$ cat src/rtl/rrq_pkg.sv
// Package for the round-robin ready queue: sizes, item kinds, report outcomes
// and the controller/datapath command and status structs. No dependencies.
package rrq_pkg;
	localparam int MaxTasks = 16;
	localparam int SlotW = 4;
	localparam int CntW = 5;

	localparam logic [1:0] KIND_ADD = 2'd0;
	localparam logic [1:0] KIND_REMOVE = 2'd1;
	localparam logic [1:0] KIND_DISPATCH = 2'd2;
	localparam logic [1:0] KIND_REPORT = 2'd3;

	localparam logic [1:0] OUT_FINISHED = 2'd0;
	localparam logic [1:0] OUT_BLOCKED = 2'd1;

	localparam logic CFG_QUANTUM = 1'b0;
	localparam logic CFG_IDLE = 1'b1;

	typedef struct packed {
		logic load;    // look up list position and dispatch pick, read memories
		logic exec;    // multiply / accumulate, compute list updates
		logic commit;  // write list and memories, build result
	} rrq_cmd_t;

	typedef struct packed {
		logic dummy;
	} rrq_sts_t;
endpackage

$ cat src/rtl/rrq_ram.sv
// Generic single-port-write, one-read RAM with registered read.
// No dependencies.
module rrq_ram #(
	parameter int Width = 32,
	parameter int Depth = 16
) (
	input  logic                     clk,
	input  logic                     we,
	input  logic [$clog2(Depth)-1:0] waddr,
	input  logic [Width-1:0]         wdata,
	input  logic [$clog2(Depth)-1:0] raddr,
	output logic [Width-1:0]         rdata
);
	logic [Width-1:0] mem_q [Depth];

	always_ff @(posedge clk) begin
		if (we) begin
			mem_q[waddr] <= wdata;
		end
		rdata <= mem_q[raddr];
	end
endmodule

$ cat src/rtl/rrq_ctrl.sv
// Controller: one-hot sequencer for load, exec, commit and result hold.
// Depends on rrq_pkg.
module rrq_ctrl (
	input  logic             clk,
	input  logic             arst_n,
	input  logic             in_valid,
	output logic             in_ready,
	output logic             out_valid,
	input  logic             out_ready,
	output rrq_pkg::rrq_cmd_t cmd
);
	import rrq_pkg::*;

	typedef enum logic [4:0] {
		ST_IDLE   = 5'b00001,
		ST_LOAD   = 5'b00010,
		ST_EXEC   = 5'b00100,
		ST_COMMIT = 5'b01000,
		ST_OUT    = 5'b10000
	} state_t;

	state_t state_q, state_d;

	assign in_ready = (state_q == ST_IDLE);
	assign out_valid = (state_q == ST_OUT);
	assign cmd.load = (state_q == ST_LOAD);
	assign cmd.exec = (state_q == ST_EXEC);
	assign cmd.commit = (state_q == ST_COMMIT);

	always_comb begin
		state_d = state_q;
		case (state_q)
			ST_IDLE: if (in_valid) state_d = ST_LOAD;
			ST_LOAD: state_d = ST_EXEC;
			ST_EXEC: state_d = ST_COMMIT;
			ST_COMMIT: state_d = ST_OUT;
			ST_OUT: if (out_ready) state_d = ST_IDLE;
			default: state_d = ST_IDLE;
		endcase
	end

	always_ff @(posedge clk or negedge arst_n) begin
		if (!arst_n) begin
			state_q <= ST_IDLE;
		end else begin
			state_q <= state_d;
		end
	end
endmodule

$ cat src/rtl/rrq_dp.sv
// Datapath: ready list, membership flags, weight/start/runtime memories and
// result registers. Depends on rrq_pkg and rrq_ram.
module rrq_dp (
	input  logic                   clk,
	input  logic                   arst_n,
	input  logic                   accept,
	input  rrq_pkg::rrq_cmd_t      cmd,
	input  logic                   cfg_we,
	input  logic                   cfg_idx,
	input  logic [15:0]            cfg_data,
	input  logic [1:0]             kind,
	input  logic [rrq_pkg::SlotW-1:0] slot,
	input  logic [7:0]             weight,
	input  logic [31:0]            tick_now,
	input  logic [1:0]             outcome,
	output logic                   accepted,
	output logic [rrq_pkg::SlotW-1:0] chosen_slot,
	output logic                   chosen_valid,
	output logic [31:0]            quantum_end,
	output logic [31:0]            run_total,
	output logic [rrq_pkg::CntW-1:0] ready_total
);
	import rrq_pkg::*;

	logic [15:0] quantum_q;
	logic [SlotW-1:0] idle_q;
	logic [SlotW-1:0] order_q [MaxTasks];
	logic [CntW-1:0] count_q;
	logic [MaxTasks-1:0] flags_q;
	logic [MaxTasks-1:0] rt_valid_q;

	logic [1:0] kind_q, outcome_q;
	logic [SlotW-1:0] slot_q;
	logic [7:0] weight_q;
	logic [31:0] tick_q;
	logic [SlotW-1:0] pick_q;
	logic [SlotW-1:0] pos_q;
	logic [31:0] prod_q;
	logic [31:0] rt_sum_q;

	// memory ports
	logic [SlotW-1:0] w_raddr, s_raddr;
	logic [7:0] w_rdata;
	logic [31:0] s_rdata, r_rdata, r_old;
	logic w_we, s_we, r_we;

	// configuration
	always_ff @(posedge clk or negedge arst_n) begin
		if (!arst_n) begin
			quantum_q <= 16'd10;
			idle_q <= '0;
		end else if (cfg_we) begin
			case (cfg_idx)
				CFG_QUANTUM: quantum_q <= cfg_data;
				CFG_IDLE: idle_q <= cfg_data[SlotW-1:0];
				default: ;
			endcase
		end
	end

	// input capture
	always_ff @(posedge clk) begin
		if (accept) begin
			kind_q <= kind;
			slot_q <= slot;
			weight_q <= weight;
			tick_q <= tick_now;
			outcome_q <= outcome;
		end
	end

	// position search over the list and dispatch pick
	logic [SlotW-1:0] pos_d;
	always_comb begin
		pos_d = '0;
		for (int i = MaxTasks - 1; i >= 0; i--) begin
			if (CntW'(i) < count_q && order_q[i] == slot_q) begin
				pos_d = SlotW'(i);
			end
		end
	end

	logic [SlotW-1:0] pick_d;
	assign pick_d = (order_q[0] == idle_q && count_q > CntW'(1)) ? order_q[1] : order_q[0];

	always_ff @(posedge clk) begin
		if (cmd.load) begin
			pos_q <= pos_d;
			pick_q <= pick_d;
		end
	end

	assign w_raddr = pick_d;
	assign s_raddr = slot_q;

	rrq_ram #(.Width(8), .Depth(MaxTasks)) u_weight (
		.clk(clk), .we(w_we), .waddr(slot_q), .wdata(weight_q),
		.raddr(w_raddr), .rdata(w_rdata)
	);
	rrq_ram #(.Width(32), .Depth(MaxTasks)) u_start (
		.clk(clk), .we(s_we), .waddr(pick_q), .wdata(tick_q),
		.raddr(s_raddr), .rdata(s_rdata)
	);
	rrq_ram #(.Width(32), .Depth(MaxTasks)) u_runtime (
		.clk(clk), .we(r_we), .waddr(slot_q), .wdata(rt_sum_q),
		.raddr(s_raddr), .rdata(r_rdata)
	);

	assign r_old = rt_valid_q[slot_q] ? r_rdata : 32'd0;

	always_ff @(posedge clk) begin
		if (cmd.exec) begin
			prod_q <= 32'(quantum_q) * 32'(w_rdata);
			rt_sum_q <= r_old + (tick_q - s_rdata);
		end
	end

	logic in_list, is_add, is_rem, is_disp, is_rep, do_add, do_unlink, do_append;
	assign in_list = flags_q[slot_q];
	assign is_add = (kind_q == KIND_ADD);
	assign is_rem = (kind_q == KIND_REMOVE);
	assign is_disp = (kind_q == KIND_DISPATCH);
	assign is_rep = (kind_q == KIND_REPORT);
	assign do_add = is_add && !in_list;
	assign do_unlink = (is_rem || is_rep) && in_list;
	assign do_append = is_rep && !(outcome_q == OUT_FINISHED || outcome_q == OUT_BLOCKED)
		&& count_q != '0;

	assign w_we = cmd.commit && do_add;
	assign s_we = cmd.commit && is_disp && count_q != '0;
	assign r_we = cmd.commit && is_rep;

	// list update: add inserts at the front; unlink shifts entries after pos down by one, then optional append
	logic [SlotW-1:0] order_d [MaxTasks];
	logic [CntW-1:0] count_d, count_u;
	logic [MaxTasks-1:0] flags_d;
	logic acc_d;
	always_comb begin
		for (int i = 0; i < MaxTasks; i++) order_d[i] = order_q[i];
		count_d = count_q;
		flags_d = flags_q;
		count_u = count_q;
		acc_d = 1'b0;
		if (do_add) begin
			for (int i = 1; i < MaxTasks; i++) order_d[i] = order_q[i-1];
			order_d[0] = slot_q;
			count_d = count_q + CntW'(1);
			flags_d[slot_q] = 1'b1;
			acc_d = 1'b1;
		end else if (is_disp) begin
			acc_d = (count_q != '0);
		end else if (is_rem || is_rep) begin
			if (do_unlink) begin
				for (int i = 0; i < MaxTasks - 1; i++) begin
					if (SlotW'(i) >= pos_q) order_d[i] = order_q[i+1];
				end
				count_u = count_q - CntW'(1);
				flags_d[slot_q] = 1'b0;
				acc_d = 1'b1;
			end
			count_d = count_u;
			if (do_append) begin
				order_d[count_u[SlotW-1:0]] = slot_q;
				count_d = count_u + CntW'(1);
				flags_d[slot_q] = 1'b1;
				acc_d = 1'b1;
			end else if (is_rep && !(outcome_q == OUT_FINISHED || outcome_q == OUT_BLOCKED)) begin
				acc_d = 1'b0;
			end
		end
	end

	always_ff @(posedge clk or negedge arst_n) begin
		if (!arst_n) begin
			count_q <= '0;
			flags_q <= '0;
			rt_valid_q <= '0;
		end else if (cmd.commit) begin
			count_q <= count_d;
			flags_q <= flags_d;
			if (is_rep) rt_valid_q[slot_q] <= 1'b1;
		end
	end

	always_ff @(posedge clk) begin
		if (cmd.commit) begin
			for (int i = 0; i < MaxTasks; i++) order_q[i] <= order_d[i];
		end
	end

	always_ff @(posedge clk) begin
		if (cmd.commit) begin
			accepted <= acc_d;
			chosen_valid <= is_disp && count_q != '0;
			chosen_slot <= is_rep ? slot_q : ((is_disp && count_q != '0) ? pick_q : '0);
			quantum_end <= (is_disp && count_q != '0)
				? tick_q + ((prod_q == '0) ? 32'd1 : prod_q) : 32'd0;
			run_total <= is_rep ? rt_sum_q : 32'd0;
			ready_total <= count_d;
		end
	end
endmodule

$ cat src/rtl/round_robin_ready_queue.sv
// Top level of the round-robin ready queue: controller plus datapath.
// Depends on rrq_pkg, rrq_ctrl, rrq_dp.
//
// Usage: one valid/ready input channel carries an item (kind, slot, weight,
// tick_now, outcome); one valid/ready output channel returns exactly one
// result per item. Kinds: add to front, remove, dispatch, report run.
// A plain write port (cfg_we, cfg_index, cfg_data) sets quantum_ticks (0)
// and idle_slot (1); write it only while the block is idle.
// An item is taken in the idle state and passes load, exec and commit
// before the result is valid. One item is in flight at a time: the idle
// state that takes the item, load, exec, commit and the output state that
// holds until the result is taken are the steps for each item; the
// list shift and the quantum multiply each own one of those steps.
// Reset empties the list, clears runtimes and restores quantum 10 and idle
// slot 0. When the receiver stalls, the result holds and in_ready stays low
// until it is taken.
module round_robin_ready_queue (
	input  logic        clk,
	input  logic        arst_n,
	input  logic        in_valid,
	output logic        in_ready,
	input  logic [1:0]  kind,
	input  logic [3:0]  slot,
	input  logic [7:0]  weight,
	input  logic [31:0] tick_now,
	input  logic [1:0]  outcome,
	output logic        out_valid,
	input  logic        out_ready,
	output logic        accepted,
	output logic [3:0]  chosen_slot,
	output logic        chosen_valid,
	output logic [31:0] quantum_end,
	output logic [31:0] run_total,
	output logic [4:0]  ready_total,
	input  logic        cfg_we,
	input  logic        cfg_index,
	input  logic [15:0] cfg_data
);
	import rrq_pkg::*;

	rrq_cmd_t cmd;

	rrq_ctrl u_ctrl (
		.clk(clk), .arst_n(arst_n), .in_valid(in_valid), .in_ready(in_ready),
		.out_valid(out_valid), .out_ready(out_ready), .cmd(cmd)
	);

	rrq_dp u_dp (
		.clk(clk), .arst_n(arst_n), .accept(in_valid && in_ready), .cmd(cmd),
		.cfg_we(cfg_we), .cfg_idx(cfg_index), .cfg_data(cfg_data),
		.kind(kind), .slot(slot), .weight(weight), .tick_now(tick_now),
		.outcome(outcome), .accepted(accepted), .chosen_slot(chosen_slot),
		.chosen_valid(chosen_valid), .quantum_end(quantum_end),
		.run_total(run_total), .ready_total(ready_total)
	);
endmodule

$ cat config.mk
export PLATFORM = sky130hd
export DESIGN_NAME = round_robin_ready_queue
export DESIGN_NICKNAME = d
export VERILOG_FILES = /design/src/rtl/rrq_pkg.sv /design/src/rtl/rrq_ram.sv /design/src/rtl/rrq_ctrl.sv /design/src/rtl/rrq_dp.sv /design/src/rtl/round_robin_ready_queue.sv
export SDC_FILE = /design/constraint.sdc
export NUM_CORES = 2
export LEC_CHECK = 0
export BUFFER_PORTS_ARGS = -buffer_cell sky130_fd_sc_hd__buf_4
export CORE_UTILIZATION = 25
export CTS_CLUSTER_SIZE = 10
export DETAILED_ROUTE_END_ITERATION = 16
export PLACE_DENSITY = 0.38
export RECOVER_POWER = 25
export SLEW_MARGIN = 20
export SYNTH_ARGS = -nofsm -noshare
export SYNTH_HDL_FRONTEND = slang
export SYNTH_SLANG_ARGS = --single-unit
$ cat constraint.sdc
create_clock -name clk -period 11.8 [get_ports clk]
set_clock_uncertainty 0.15 [all_clocks]
set_input_delay 0.59 -clock clk [delete_from_list [all_inputs] [get_ports clk]]
set_output_delay 0.59 -clock clk [all_outputs]
set_load 0.01 [all_outputs]
==> run summary <==
Reg-to-Reg End = u_dp.rt_sum_q[14]$_DFFE_PP_
Area contributors post-synth = edfxtp_1, mux4_2, fa_1
die area = 272,000 µm²
DR iter-0 viols = 2,693
Cell Area, Synth = 67,600 µm²
P&R area growth vs syn = 17.8%
most frequent cells in the layout = edfxtp_1, mux4_2, inv_1
Die H = 522 µm
Slew @ Worst Pin = 3.83 ns
Clock Sinks = 1,536
Synth Area per Inst = 16.9 µm²
Post-synth top flop = edfxtp_1
H-tree depth = 4
Slew Limit Fails = 177
GR peak layer = met2
post-synth top area share = 0.623
largest net degree at the start of global routing = 96
Initial Util = 0.252
GRT overflow = 0
power per cell area = 205 nW/µm²
outcome = complete, but fails checks
IO buf count = 145
Detailed Routing Iterations Pass 1 = 7
post-DR wirelength/cell = 25.2 µm
Slew headroom = -1.56
Final ANT Viol Nets = 0
Fin. Hold Viols = 0
register area share after synthesis = 0.668
number of flops mapped to enable cells by yosys = 1,402
minimum clock period = 6.01 ns
RSZ-0062 raised after global routing = false
grt met2 use = 0.242
RD Place Congestion = 0.757
GRT Util Overall = 0.147
setup violators final = 0
count of cell types in the netlist = 86
Die Wd = 522 µm
crit path DAT = 6.39 ns
CTS resizes = 0
IO Pins = 147
Sum Neg Setup Slack = 0 ns
met1 Use GR = 0.202
synthesized net count = 4,291
Crit path required time = 12.17 ns
max-cap viol count = 8
dominant cell type by area after synthesis = edfxtp_1
Clock Tree Buf Depth = 3
FF+latch count, synth = 1,536
failing checks = capacitance limit, slew limit
commonest non-fill, non-tap cell in the layout = edfxtp_1
YS warnings = 0
drt total wl = 202,000 µm
HPWL Detailed = 120,000 µm
hold_sp = cfg_index
DR vias = 36,059
GRT met3 Usage = 0.0221
drc violations = 0
global-route wire length before repair = 285,000 µm
hold depth = 3
maximum vdd drop = 0.176 mV
clk_lat worst skew = 0.83 ns
DP Cell Count = 7,597
Non-Filler Instances = 8,003
CTS tree = built
Clk pin slew, worst setup/hold paths = 0.06 ns
initial antenna violation count = 14
asr flop ratio synth = 0.0404
vias in the first global route = 37,630
leakage power = 27.0 nW
hold crit path type = input port to register
Via density = 4.51
CTS buffer count = 184
FF-to-FF setup slack = 5.79 ns
Hold Crit Endpoint = u_dp.idle_q[2]$_DFFE_PN0P_
root buffer cell = clkbuf_16
worst-path fanout max = 33
number of core rows = 190
CP startpoint kind = register
Achievable Freq = 166 MHz
core area = 268,000 µm²
Setup CP Type = register to register
layout cells sized above 1 = 0.205
fin nets = 4,591
beginning of the critical path = u_dp.s_raddr[0]$_DFFE_PP_
Mapped Cells = 3,998
crit share post-route = 0.510
R2R depth = 16
Crit. End Element = register
Worst R2R Start = u_dp.s_raddr[0]$_DFFE_PP_
==> through the flow <==
stage	worst slack, ns	hold slack (ns)	total power [mW]	utilization	area [µm²]
detailed placement	5.25	0.297	11.2	0.273	73300
CTS	5.17	0.0282	16.7	0.297	79700
global placement	5.18	0.295	11.2	0.273	73300
floorplan	6.03	0.144	9.65	-	67600
global route	5.35	0.106	17.2	0.297	79600
finish	5.79	0.119	16.3	0.297	79600
==> area by class of cell <==
type / count / area (µm²)
inverter: 228 / 858
multi-input combinational: 2042 / 21100
clock buffer: 298 / 5210
clock inverter: 37 / 472
sequential: 1536 / 45100
fill: 26457 / 189000
timing repair buffer: 306 / 2400
tap: 3552 / 4440
antenna: 4 / 10.0
==> synth_stat cells, drive strengths merged (24+ instances only) <==
cell type,n
a21oi,80
and2,123
and3,41
buf,73
clkbuf,119
dfrtp,59
dfxtp,72
edfxtp,1402
fa,116
ha,107
inv,226
mux2,39
mux2i,150
mux4,338
nand2,178
nand3,59
nand4,31
nor2,196
nor3,45
o21ai,125
or2,24
xnor2,90
xor2,46
==> worst max-delay path, stage by stage (launching register included) <==
cell,delay [ns]
edfxtp_1,0.59
buf_4,0.63
mux4_2,0.58
mux4_2,0.47
buf_4,0.26
nand2_1,0.14
fa_1,0.42
inv_1,0.07
ha_1,0.26
a21oi_1,0.20
nor3b_1,0.29
a211oi_1,0.15
o21ai_0,0.29
a21oi_1,0.15
o21ai_0,0.26
or4b_2,0.60
o311ai_0,0.18
==> state kept, by name, summed over array words and instances (netlist names), 24 cells and up <==
signal / cells
u_dp.order_q: 64
u_dp.u_start.mem_q: 512
u_dp.quantum_end: 32
u_dp.u_runtime.rdata: 32
u_dp.rt_sum_q: 32
u_dp.u_runtime.mem_q: 512
u_dp.prod_q: 24
u_dp.u_weight.mem_q: 128
u_dp.tick_q: 32
u_dp.run_total: 32
u_dp.u_start.rdata: 32
==> logic make-up after synthesis <==
| kind of cell | count (synthesis) | share of synthesized area |
|---|---|---|
| DFF | 1536 | 0.668 |
| and+or+nand+nor | 787 | 0.0591 |
| muxes | 527 | 0.141 |
| xor gates and xnor gates | 136 | 0.0176 |
| AOI/OAI and AO/OA | 369 | 0.0357 |
| adders and majority gates | 223 | 0.0542 |
| buffers and inverters | 420 | 0.0244 |
==> timing repair <==
item / in CTS / in global routing
hold endpoints to repair: 129 / 0
setup buffers: 0 / 0
hold buffers: 66 / 0
==> per-layer routing <==
| metal | share of wire | routed length, µm |
|---|---|---|
| met2 | 0.48 | 96900 |
| met1 | 0.46 | 93200 |
| met5 | 0.000084 | 17 |
| met4 | 0.022 | 4370 |
| met3 | 0.037 | 7450 |
==> how the worst max path moves through the flow <==
| stage | slack (ns) | to |
|---|---|---|
| after floorplan | 6.03 | u_ctrl.state_q[0]$_DFFE_PN1P_ |
| final | 5.79 | u_dp.rt_sum_q[14]$_DFFE_PP_ |
| after global placement | 5.18 | u_dp.rt_sum_q[31]$_DFFE_PP_ |
| after global routing | 5.35 | u_dp.rt_sum_q[30]$_DFFE_PP_ |
| after detailed placement | 5.25 | u_dp.rt_sum_q[14]$_DFFE_PP_ |
| after CTS | 5.17 | u_dp.rt_sum_q[14]$_DFFE_PP_ |
==> power by group <==
group	switching, mW	internal (mW)
combinational	2.42	1.69
sequential	0.375	6.47
clock	2.30	3.09
total	5.09	11.2
(Power assumes the default switching activity.)
